<file path="src/rtl/amge_pkg.sv">
// Shared types, constants and a helper function of the adjacency matrix graph engine.
package amge_pkg;

  localparam int unsigned MAX_NODES = 8;
  localparam int unsigned NODE_W    = $clog2(MAX_NODES);
  localparam int unsigned CNT_W     = $clog2(MAX_NODES + 1);
  localparam int unsigned FUNC_W    = 3;
  localparam int unsigned DATA_W    = 32;
  localparam int unsigned ADDR_W    = 3;

  localparam logic [CNT_W-1:0] NODE_COUNT_RST = CNT_W'(MAX_NODES);

  // Register word index of node_count on the configuration port.
  localparam logic [ADDR_W-3:0] REG_NODE_COUNT = '0;

  typedef enum logic [FUNC_W-1:0] {
    FUNC_INSERT    = 3'd0,
    FUNC_REMOVE    = 3'd1,
    FUNC_QUERY     = 3'd2,
    FUNC_DEGREE    = 3'd3,
    FUNC_POPULAR   = 3'd4,
    FUNC_RECOMMEND = 3'd5
  } func_e;

  typedef logic [MAX_NODES-1:0] row_t;

  typedef struct packed {
    logic [CNT_W-1:0]  value;
    logic [NODE_W-1:0] via_node;
    logic              found;
    logic              error;
    logic              last;
  } rsp_t;

  // Commands from the controller to the datapath; at most one is high per cycle.
  typedef struct packed {
    logic accept;
    logic pop_step;
    logic rec_step;
    logic fin;
  } cmd_t;

  // Status from the datapath to the controller.
  typedef struct packed {
    logic out_free;
    logic start_pop;
    logic start_rec;
    logic pop_last;
    logic rec_hit;
    logic rec_end;
  } sts_t;

  // Number of set bits in one row.
  function automatic logic [CNT_W-1:0] popcount(input row_t row);
    logic [CNT_W-1:0] sum;
    sum = '0;
    for (int i = 0; i < MAX_NODES; i++) begin
      sum = sum + CNT_W'(row[i]);
    end
    return sum;
  endfunction

endpackage

</file>
<file path="src/rtl/amge_if.sv">
// Request and result channel interfaces of the adjacency matrix graph engine.
interface amge_req_if;
  import amge_pkg::*;

  logic              valid;
  logic              ready;
  logic [FUNC_W-1:0] func;
  logic [NODE_W-1:0] first_node;
  logic [NODE_W-1:0] second_node;

  modport source (output valid, func, first_node, second_node, input ready);
  modport sink (input valid, func, first_node, second_node, output ready);
endinterface

interface amge_rsp_if;
  import amge_pkg::*;

  logic              valid;
  logic              ready;
  logic [CNT_W-1:0]  value;
  logic [NODE_W-1:0] via_node;
  logic              found;
  logic              error;
  logic              last;

  modport source (output valid, value, via_node, found, error, last, input ready);
  modport sink (input valid, value, via_node, found, error, last, output ready);
endinterface

</file>
<file path="src/rtl/adjacency_matrix_graph_engine.sv">
// Top level of the adjacency matrix graph engine: channels, configuration port, wiring.
//
//   Channel   Direction  Handshake         Content
//   req_i     in         valid/ready       func, first_node, second_node
//   rsp_o     out        valid/ready       value, via_node, found, error, last
//   APB       in/out     psel/penable      node_count at byte address 0
//
// Edge insert, remove, query, degree, bad indices and unused codes are decided in the
// accept cycle; their single result sits in the output register on the next cycle.
// Most popular walks the matrix one row per cycle.
// Recommend visits one (friend, candidate) pair per cycle while no hit waits on a full
// output register, and skips a non-friend row as a whole.
// Reset clears the matrix and sets node_count to 8; a new item is taken only when idle
// and the output register is empty or being emptied.
module adjacency_matrix_graph_engine (
  input  logic                        clk_i,
  input  logic                        rst_ni,
  amge_req_if.sink                    req_i,
  amge_rsp_if.source                  rsp_o,
  input  logic                        psel,
  input  logic                        penable,
  input  logic                        pwrite,
  input  logic [amge_pkg::ADDR_W-1:0] paddr,
  input  logic [amge_pkg::DATA_W-1:0] pwdata,
  output logic [amge_pkg::DATA_W-1:0] prdata,
  output logic                        pready
);
  import amge_pkg::*;

  cmd_t cmd;
  sts_t sts;
  rsp_t out;
  logic out_valid;

  // The controller owns the handshake on the request side and the sequencing of
  // scans; the datapath owns all data storage and produces every result.
  amge_ctrl u_ctrl (
    .clk_i       (clk_i),
    .rst_ni      (rst_ni),
    .req_valid_i (req_i.valid),
    .req_ready_o (req_i.ready),
    .sts_i       (sts),
    .cmd_o       (cmd)
  );

  amge_dp u_dp (
    .clk_i        (clk_i),
    .rst_ni       (rst_ni),
    .cmd_i        (cmd),
    .sts_o        (sts),
    .req_func_i   (req_i.func),
    .req_first_i  (req_i.first_node),
    .req_second_i (req_i.second_node),
    .out_o        (out),
    .out_valid_o  (out_valid),
    .out_ready_i  (rsp_o.ready),
    .psel         (psel),
    .penable      (penable),
    .pwrite       (pwrite),
    .paddr        (paddr),
    .pwdata       (pwdata),
    .prdata       (prdata)
  );

  // Every register access completes in its access cycle.
  assign pready = 1'b1;

  assign rsp_o.valid    = out_valid;
  assign rsp_o.value    = out.value;
  assign rsp_o.via_node = out.via_node;
  assign rsp_o.found    = out.found;
  assign rsp_o.error    = out.error;
  assign rsp_o.last     = out.last;

endmodule

</file>
<file path="src/rtl/amge_ctrl.sv">
// Sequencing state machine of the adjacency matrix graph engine.
module amge_ctrl (
  input  logic          clk_i,
  input  logic          rst_ni,
  input  logic          req_valid_i,
  output logic          req_ready_o,
  input  amge_pkg::sts_t sts_i,
  output amge_pkg::cmd_t cmd_o
);
  import amge_pkg::*;

  typedef enum logic [1:0] {
    S_IDLE,
    S_POP,
    S_REC,
    S_FIN
  } state_e;

  state_e state_q, state_d;

  always_comb begin
    state_d     = state_q;
    cmd_o       = '0;
    req_ready_o = 1'b0;
    case (state_q)
      S_IDLE: begin
        req_ready_o  = sts_i.out_free;
        cmd_o.accept = req_valid_i && sts_i.out_free;
        if (cmd_o.accept) begin
          if (sts_i.start_pop) begin
            state_d = S_POP;
          end else if (sts_i.start_rec) begin
            state_d = S_REC;
          end
        end
      end
      S_POP: begin
        cmd_o.pop_step = 1'b1;
        if (sts_i.pop_last) begin
          state_d = S_FIN;
        end
      end
      S_REC: begin
        // Hold the scan while a hit cannot be written to the output register.
        cmd_o.rec_step = !(sts_i.rec_hit && !sts_i.out_free);
        if (cmd_o.rec_step && sts_i.rec_end) begin
          state_d = S_FIN;
        end
      end
      S_FIN: begin
        cmd_o.fin = sts_i.out_free;
        if (sts_i.out_free) begin
          state_d = S_IDLE;
        end
      end
      default: begin
        state_d = S_IDLE;
      end
    endcase
  end

  always_ff @(posedge clk_i or negedge rst_ni) begin
    if (!rst_ni) begin
      state_q <= S_IDLE;
    end else begin
      state_q <= state_d;
    end
  end

  a_pop_to_fin: assert property (@(posedge clk_i) disable iff (!rst_ni)
    (state_q == S_POP && sts_i.pop_last) |=> state_q == S_FIN)
    else $error("popular scan did not finish on its last row");

  a_rec_no_overrun: assert property (@(posedge clk_i) disable iff (!rst_ni)
    (cmd_o.rec_step && sts_i.rec_hit) |-> sts_i.out_free)
    else $error("recommendation written while the output register is full");

endmodule

</file>
<file path="src/rtl/amge_dp.sv">
// Datapath of the adjacency matrix graph engine: matrix, counters, output register.
module amge_dp (
  input  logic                          clk_i,
  input  logic                          rst_ni,
  input  amge_pkg::cmd_t                cmd_i,
  output amge_pkg::sts_t                sts_o,
  input  logic [amge_pkg::FUNC_W-1:0]   req_func_i,
  input  logic [amge_pkg::NODE_W-1:0]   req_first_i,
  input  logic [amge_pkg::NODE_W-1:0]   req_second_i,
  output amge_pkg::rsp_t                out_o,
  output logic                          out_valid_o,
  input  logic                          out_ready_i,
  input  logic                          psel,
  input  logic                          penable,
  input  logic                          pwrite,
  input  logic [amge_pkg::ADDR_W-1:0]   paddr,
  input  logic [amge_pkg::DATA_W-1:0]   pwdata,
  output logic [amge_pkg::DATA_W-1:0]   prdata
);
  import amge_pkg::*;

  row_t              adj_q [MAX_NODES];
  row_t              adj_d [MAX_NODES];
  logic [CNT_W-1:0]  node_count_q;
  logic [NODE_W-1:0] u_q, u_d;
  row_t              row_u_q, row_u_d;
  logic              is_pop_q, is_pop_d;
  logic [NODE_W-1:0] ia_q, ia_d;
  logic [NODE_W-1:0] ib_q, ib_d;
  logic [NODE_W-1:0] best_q, best_d;
  logic [CNT_W-1:0]  bdeg_q, bdeg_d;
  rsp_t              out_q, out_d;
  logic              out_valid_q;
  logic              out_wr;

  logic [CNT_W-1:0]  n_eff;
  logic [NODE_W-1:0] last_idx;
  row_t              col_mask;
  row_t              req_row;
  row_t              scan_row;
  logic              bad_u, bad_v;
  logic [CNT_W-1:0]  row_deg;
  logic              friend;
  logic              hit;
  logic              reg_sel;

  // Effective node count limited to 1..MAX_NODES.
  always_comb begin
    if (node_count_q == '0) begin
      n_eff = CNT_W'(1);
    end else if (node_count_q > CNT_W'(MAX_NODES)) begin
      n_eff = CNT_W'(MAX_NODES);
    end else begin
      n_eff = node_count_q;
    end
  end

  assign last_idx = NODE_W'(n_eff - CNT_W'(1));

  always_comb begin
    for (int j = 0; j < MAX_NODES; j++) begin
      col_mask[j] = CNT_W'(j) < n_eff;
    end
  end

  // The request row is read on accept; the scan row follows the friend counter.
  assign req_row  = adj_q[req_first_i];
  assign scan_row = adj_q[ia_q];
  assign row_deg  = popcount((cmd_i.accept ? req_row : scan_row) & col_mask);

  assign bad_u = {1'b0, req_first_i} >= n_eff;
  assign bad_v = {1'b0, req_second_i} >= n_eff;

  assign friend = row_u_q[ia_q];
  assign hit    = friend && scan_row[ib_q] && !row_u_q[ib_q] && (ib_q != u_q);

  assign sts_o.out_free  = !out_valid_q || out_ready_i;
  assign sts_o.start_pop = func_e'(req_func_i) == FUNC_POPULAR;
  assign sts_o.start_rec = (func_e'(req_func_i) == FUNC_RECOMMEND) && !bad_u;
  assign sts_o.pop_last  = ia_q == last_idx;
  assign sts_o.rec_hit   = hit;
  assign sts_o.rec_end   = (ia_q == last_idx) && (!friend || ib_q == last_idx);

  always_comb begin
    adj_d    = adj_q;
    u_d      = u_q;
    row_u_d  = row_u_q;
    is_pop_d = is_pop_q;
    ia_d     = ia_q;
    ib_d     = ib_q;
    best_d   = best_q;
    bdeg_d   = bdeg_q;
    out_wr   = 1'b0;
    out_d    = '0;

    if (cmd_i.accept) begin
      u_d      = req_first_i;
      row_u_d  = req_row;
      is_pop_d = sts_o.start_pop;
      ia_d     = '0;
      ib_d     = '0;
      best_d   = '0;
      bdeg_d   = '0;
      out_d.last = 1'b1;
      case (func_e'(req_func_i))
        FUNC_INSERT, FUNC_REMOVE: begin
          out_wr = 1'b1;
          if (bad_u || bad_v) begin
            out_d.error = 1'b1;
          end else begin
            adj_d[req_first_i][req_second_i] = func_e'(req_func_i) == FUNC_INSERT;
          end
        end
        FUNC_QUERY: begin
          out_wr = 1'b1;
          if (bad_u || bad_v) begin
            out_d.error = 1'b1;
          end else begin
            out_d.value = CNT_W'(req_row[req_second_i]);
          end
        end
        FUNC_DEGREE: begin
          out_wr = 1'b1;
          if (bad_u) begin
            out_d.error = 1'b1;
          end else begin
            out_d.value = row_deg;
          end
        end
        FUNC_POPULAR: begin
          out_wr = 1'b0;
        end
        FUNC_RECOMMEND: begin
          out_wr      = bad_u;
          out_d.error = 1'b1;
        end
        default: begin
          out_wr = 1'b1;
        end
      endcase
    end

    if (cmd_i.pop_step) begin
      if (ia_q == '0 || row_deg > bdeg_q) begin
        best_d = ia_q;
        bdeg_d = row_deg;
      end
      ia_d = ia_q + NODE_W'(1);
    end

    if (cmd_i.rec_step) begin
      if (!friend) begin
        ia_d = ia_q + NODE_W'(1);
        ib_d = '0;
      end else begin
        if (hit) begin
          out_wr         = 1'b1;
          out_d.value    = CNT_W'(ib_q);
          out_d.via_node = ia_q;
          out_d.found    = 1'b1;
        end
        if (ib_q == last_idx) begin
          ia_d = ia_q + NODE_W'(1);
          ib_d = '0;
        end else begin
          ib_d = ib_q + NODE_W'(1);
        end
      end
    end

    if (cmd_i.fin) begin
      out_wr      = 1'b1;
      out_d.value = is_pop_q ? CNT_W'(best_q) : '0;
      out_d.last  = 1'b1;
    end
  end

  always_ff @(posedge clk_i or negedge rst_ni) begin
    if (!rst_ni) begin
      for (int r = 0; r < MAX_NODES; r++) begin
        adj_q[r] <= '0;
      end
      out_valid_q <= 1'b0;
    end else begin
      adj_q <= adj_d;
      if (out_wr) begin
        out_valid_q <= 1'b1;
      end else if (out_ready_i) begin
        out_valid_q <= 1'b0;
      end
    end
  end

  always_ff @(posedge clk_i) begin
    u_q      <= u_d;
    row_u_q  <= row_u_d;
    is_pop_q <= is_pop_d;
    ia_q     <= ia_d;
    ib_q     <= ib_d;
    best_q   <= best_d;
    bdeg_q   <= bdeg_d;
    if (out_wr) begin
      out_q <= out_d;
    end
  end

  // Configuration register; pready is tied high at the top level.
  assign reg_sel = paddr[ADDR_W-1:2] == REG_NODE_COUNT;

  always_ff @(posedge clk_i or negedge rst_ni) begin
    if (!rst_ni) begin
      node_count_q <= NODE_COUNT_RST;
    end else if (psel && penable && pwrite && reg_sel) begin
      node_count_q <= pwdata[CNT_W-1:0];
    end
  end

  assign prdata = reg_sel ? DATA_W'(node_count_q) : '0;

  assign out_o       = out_q;
  assign out_valid_o = out_valid_q;

  a_out_free_on_write: assert property (@(posedge clk_i) disable iff (!rst_ni)
    out_wr |-> (!out_valid_q || out_ready_i))
    else $error("output register overwritten before it was taken");

  a_fin_sets_last: assert property (@(posedge clk_i) disable iff (!rst_ni)
    cmd_i.fin |=> (out_valid_q && out_q.last && !out_q.found))
    else $error("final result not marked as last");

endmodule
</file>
<file path="src/flat_wrapper.sv">
// flat-port wrapper written by rule: the top's interface ports become plain ports
module adjacency_matrix_graph_engine_flat import amge_pkg::*;
  (clk_i, rst_ni, psel, penable, pwrite, paddr, pwdata, prdata, pready, req_i_valid, req_i_func, req_i_first_node, req_i_second_node, req_i_ready, rsp_o_valid, rsp_o_value, rsp_o_via_node, rsp_o_found, rsp_o_error, rsp_o_last, rsp_o_ready);
  amge_req_if req_i_i ();
  amge_rsp_if rsp_o_i ();
  input  logic clk_i;
  input  logic rst_ni;
  input  logic psel;
  input  logic penable;
  input  logic pwrite;
  input  logic [amge_pkg::ADDR_W-1:0] paddr;
  input  logic [amge_pkg::DATA_W-1:0] pwdata;
  output logic [amge_pkg::DATA_W-1:0] prdata;
  output logic pready;
  input wire logic [$bits(req_i_i.valid)-1:0] req_i_valid;
  input wire logic [$bits(req_i_i.func)-1:0] req_i_func;
  input wire logic [$bits(req_i_i.first_node)-1:0] req_i_first_node;
  input wire logic [$bits(req_i_i.second_node)-1:0] req_i_second_node;
  output wire logic [$bits(req_i_i.ready)-1:0] req_i_ready;
  output wire logic [$bits(rsp_o_i.valid)-1:0] rsp_o_valid;
  output wire logic [$bits(rsp_o_i.value)-1:0] rsp_o_value;
  output wire logic [$bits(rsp_o_i.via_node)-1:0] rsp_o_via_node;
  output wire logic [$bits(rsp_o_i.found)-1:0] rsp_o_found;
  output wire logic [$bits(rsp_o_i.error)-1:0] rsp_o_error;
  output wire logic [$bits(rsp_o_i.last)-1:0] rsp_o_last;
  input wire logic [$bits(rsp_o_i.ready)-1:0] rsp_o_ready;
  assign req_i_i.valid = req_i_valid;
  assign req_i_i.func = req_i_func;
  assign req_i_i.first_node = req_i_first_node;
  assign req_i_i.second_node = req_i_second_node;
  assign req_i_ready = req_i_i.ready;
  assign rsp_o_valid = rsp_o_i.valid;
  assign rsp_o_value = rsp_o_i.value;
  assign rsp_o_via_node = rsp_o_i.via_node;
  assign rsp_o_found = rsp_o_i.found;
  assign rsp_o_error = rsp_o_i.error;
  assign rsp_o_last = rsp_o_i.last;
  assign rsp_o_i.ready = rsp_o_ready;
  adjacency_matrix_graph_engine u_core (.clk_i(clk_i), .rst_ni(rst_ni), .req_i(req_i_i), .rsp_o(rsp_o_i), .psel(psel), .penable(penable), .pwrite(pwrite), .paddr(paddr), .pwdata(pwdata), .prdata(prdata), .pready(pready));
endmodule
</file>
<file path="config.mk">
export PLATFORM = sky130hd
export DESIGN_NAME = adjacency_matrix_graph_engine_flat
export DESIGN_NICKNAME = d
export VERILOG_FILES = /design/src/rtl/amge_pkg.sv /design/src/rtl/amge_if.sv /design/src/rtl/adjacency_matrix_graph_engine.sv /design/src/rtl/amge_ctrl.sv /design/src/rtl/amge_dp.sv /design/src/flat_wrapper.sv
export SDC_FILE = /design/constraint.sdc
export NUM_CORES = 1
export LEC_CHECK = 0
export BUFFER_PORTS_ARGS = -buffer_cell sky130_fd_sc_hd__buf_4
export CAP_MARGIN = 10
export CELL_PAD_IN_SITES_DETAIL_PLACEMENT = 1
export CELL_PAD_IN_SITES_GLOBAL_PLACEMENT = 1
export CORE_ASPECT_RATIO = 1.75
export CORE_UTILIZATION = 46
export CTS_CLUSTER_DIAMETER = 120
export DETAILED_ROUTE_END_ITERATION = 10
export HOLD_SLACK_MARGIN = 0.1
export PLACE_DENSITY_LB_ADDON = 0.1
export SLEW_MARGIN = 20
export SYNTH_ARGS = -nofsm -noshare
export SYNTH_HDL_FRONTEND = slang
export SYNTH_HIERARCHICAL = 1
export SYNTH_SLANG_ARGS = --single-unit
</file>
<file path="constraint.sdc">
create_clock -name clk_i -period 7.55 [get_ports clk_i]
set_clock_uncertainty 0.05 [all_clocks]
set_input_delay 0.755 -clock clk_i [delete_from_list [all_inputs] [get_ports clk_i]]
set_output_delay 0.755 -clock clk_i [all_outputs]
set_load 0.02 [all_outputs]
</file>
==> results.md <==
- Sink Count: between 100 and 150
- Slew margin rel.: between 30% and 40%
- Wirelength per Cell: roughly 23 um
- Async S/R FF share, synth: roughly two thirds
- Drt pass-1 iters: 4
- Pin slew with the least headroom to its limit: about 0.93 ns
- GR Util met1: 28.93%
- Fin cells: about 870
- Tmin final: around 6.2 ns
- Final wirelength: around 20000 um
- Final setup fails: 0
- Most common flop cell mapped by yosys: dfrtp_1
- Dpl cell area: ~0.0074 mm2
- Initial antenna violation count: 0
- Post-synth top area share: 24.45%
- Vias in the first global route: approximately 5.5k
- Worst Path Required: 7.78 ns
- RePlAce Congestion: approximately 0.86
- Placed cell count: roughly 850
- Critical-path top delay cell: fa_1
- RSZ-0062 raised after global routing: no
- CP max stage delay: 0.50 ns
- Via count: slightly above 5k
- DRT iter0 DRCs: about 180
- Starting density of the core: between 40% and 50%
- Final Hold Viols: 0
- Sequential fraction of the synthesis area: about two fifths
- Met2 usage: a little under half
- Number of CTS-inserted buffers: 9
- Yosys cell types: between 70 and 80
- DP HPWL: 14730 um
- Io pins: 96
- # DRC: 0
- Worst r2r src: u_core/u_ctrl/state_q[0]$_DFFE_PN0P_
- DRT antenna net count: 0
- Share of cells above drive strength 1: between 10% and 20%
- Period utilization: about 83%
- Top post-synthesis cells by area: dfrtp_1 (24%), mux2_1 (11%), edfxtp_1 (10%)
- Pin count of the biggest net entering global routing: 67
- Crit-path cells: buf_4, and3b_1, a22o_1, or2_1, nor2_1, a311oi_1, fa_1, inv_1, fa_1, fa_1, inv_1, ha_1, inv_1, fa_1, inv_1, ha_1, nor2b_1, o21ai_0, nand2b_1, a21oi_1, a41oi_1, o21a_1, mux2i_1
- Design Area, Final: 0.007645 mm2
- Avg Vias per Cell: between 5 and 6
- Die height: 167.1 um
- Area leader, netlist: dfrtp_1
- Number of hold buffers added after CTS: 0
- Syn Area/Cell: between 10 and 15 um2
- Worst setup path start: req_i_first_node[0]
- Clk slew on worst S/H paths: roughly 0.080 ns
- Layout overhead on the synthesized area: 6.725%
- Post-CTS sizing: 0
- CTS root buf: clkbuf_16
- Final net count: between 700 and 800
- First-pass GRT wire length: 30770 um
- Maximum fanout along the worst path: 39
- Diodes inserted: 0
- Worst path top cell family by delay: adder cells
- Setup Buffers After CTS: 0
- Worst VDD drop: 0.1028 mV
- Final-layout fill cell count: about 1.7k
- GR Layer Usage met3: 2.785%
- Buf/Inv on CP: 5
- Row count: 60
- Die Width: approximately 96 um
- Status: finished, final reports clean
- Synth Instances: 661
- Die area: between 0.015 and 0.02 mm2
- CTS H-Tree Depth: 3
- Core area: about 0.015 mm2
- CTS max path bufs: 2
- CTS tree: done
- Arrival @ worst endpoint: approximately 6.5 ns
- P_leak: ~3.5 nW
- Setup crit end kind: flop
- Clock Latency Late Sink: approximately 0.35 ns
- Mapped Area: 0.007163 mm2
- Setup TNS: 0 ns
- Max-cap violations: 0
- Congestion Overflow GR: 0
- Power after layout: 2.040 mW
- Max Transition Viols Final: 0
- Gr usage total: about 26%
- PD cells: between 200 and 300 mW/mm2
- F_max: 160.2 MHz
- Global routing's busiest layer: met2
- Synth warn: 6
- #FFs+latches synth: between 100 and 150
- HP Class: in2async
- Number of port buffers: 36
- Startpoint Class: input port
- Setup Crit Path Kind: in2reg
- Post-synth EDFFs: 25
worst reg2reg max path, cell delays in order, from the launching register on:
cell and delay, ns:
dfrtp_1 0.39, inv_1 0.10, ha_1 0.27, and3_1 0.19
inv_1 0.50, nor2_1 0.12, a311oi_1 0.49, fa_1 0.50
inv_1 0.09, fa_1 0.43, fa_1 0.50, inv_1 0.07
ha_1 0.16, inv_1 0.05, fa_1 0.47, inv_1 0.08
ha_1 0.30, nor2b_1 0.12, o21ai_0 0.07, nand2b_1 0.07
a21oi_1 0.06, a41oi_1 0.32, o21a_1 0.41, mux2i_1 0.22
layer usage:
metal  vias up  part of all wire (%)  routed length, um
li1       2370                     -                  -
met1      2627                    38               7509
met2        94                    56              11080
met4         0                   3.7                737
met5         -                     0                  0
met3        38                   1.8                362
stage by stage:
stage               hold WS (ns)  setup slack (ns)  utilization, %
floorplan                 0.3921             1.380               -
global placement          0.4140             1.086           48.10
detailed placement        0.4234            0.9602           48.10
CTS                       0.1565             1.332           49.92
global route              0.1542            0.9677           49.92
finish                    0.1590             1.310           49.92
where the power goes:
| part | switching [mW] | total, mW | internal (mW) |
|---|---|---|---|
| logic | 0.477 | 0.808 | 0.331 |
| registers | 0.0901 | 0.772 | 0.682 |
| clock network | 0.231 | 0.460 | 0.229 |
layout by cell type (no fill, tap or decap), types with 13 or more instances in the layout:
cell      count
edfxtp_1     25
mux2_1       71
mux2i_1      16
inv_1        30
ha_1         23
nand2_1      69
conb_1       29
buf_4        43
mux4_1       15
nor2_1       59
dfrtp_1      70
nor2b_1      13
flip-flops by register name, indices dropped and copies added, names as in the netlist:
name,cells
u_core/u_dp/out_o,10
u_core/u_ctrl/state_q,2
u_core/u_dp/ia_q,3
u_core/u_dp/ib_q,3
u_core/u_dp/best_q,3
u_core/u_dp/out_valid_o,1
u_core/u_dp/bdeg_q,4
u_core/u_dp/node_count_q,4
u_core/u_dp/adj_q,64
u_core/u_dp/u_q,3
u_core/u_dp/is_pop_q,1
u_core/u_dp/row_u_q,8
cell usage after synthesis, drive strengths merged (3+ instances only):
library cell and number:
mux2 79, dfrtp 70, nand2 70, nor2 59
buf 37, inv 31, mux4 27, clkbuf 25
edfxtp 25, ha 23, mux2i 16, nand2b 13
nor2b 13, o21ai 13, a21oi 10, dfxtp 10
nand3 9, nor3 9, o211ai 9, xnor2 8
and2 7, a221oi 6, and3 6, nor3b 6
a32oi 4, and3b 4, fa 4, a211oi 3
a22oi 3, a31oi 3, a41oi 3, bufbuf 3
o2111ai 3, o21a 3, o22ai 3, o31ai 3
or2 3, xor2 3
final timing paths:
check	cells after the start	slack, ns	endpoint
worst max-delay path	23	1.31	u_core/u_dp/best_q[0]$_DFF_P_
worst min-delay path	1	0.16	u_core/u_dp/out_valid_o$_DFFE_PN0P_
worst max register to register	23	1.45	u_core/u_dp/best_q[0]$_DFF_P_
worst min register to register	2	0.43	u_core/u_dp/best_q[1]$_DFF_P_
max in group asynchronous	2	6.19	u_core/u_ctrl/state_q[1]$_DFFE_PN0P_
min in group clk_i	2	0.43	u_core/u_dp/best_q[1]$_DFF_P_
final cells by class:
cell class / count / area [um2] / share of cell area, %
multi-input combinational: 484 / 3948 / 51.64
sequential: 106 / 2729 / 35.70
timing repair buffer: 43 / 322.8 / 4.223
tap: 186 / 232.7 / 3.044
clock buffer: 10 / 229.0 / 2.995
inverter: 32 / 133.9 / 1.751
clock inverter: 6 / 50.05 / 0.6547
cell families (layout without fill, tap and decap cells):
group | Yosys count | after routing | synth area share, %
AOI/OAI and AO/OA | 88 | 88 | 9.223
xor gates and xnor gates | 11 | 11 | 1.345
adders and majority gates | 27 | 27 | 5.135
buffers and inverters | 98 | 91 | 8.279
DFF | 106 | 106 | 38.10
muxes | 122 | 122 | 23.93
other | 2 | 29 | 0.1048
and+or+nand+nor | 207 | 207 | 13.89
No activity file was read; power rests on OpenSTA's default activity.
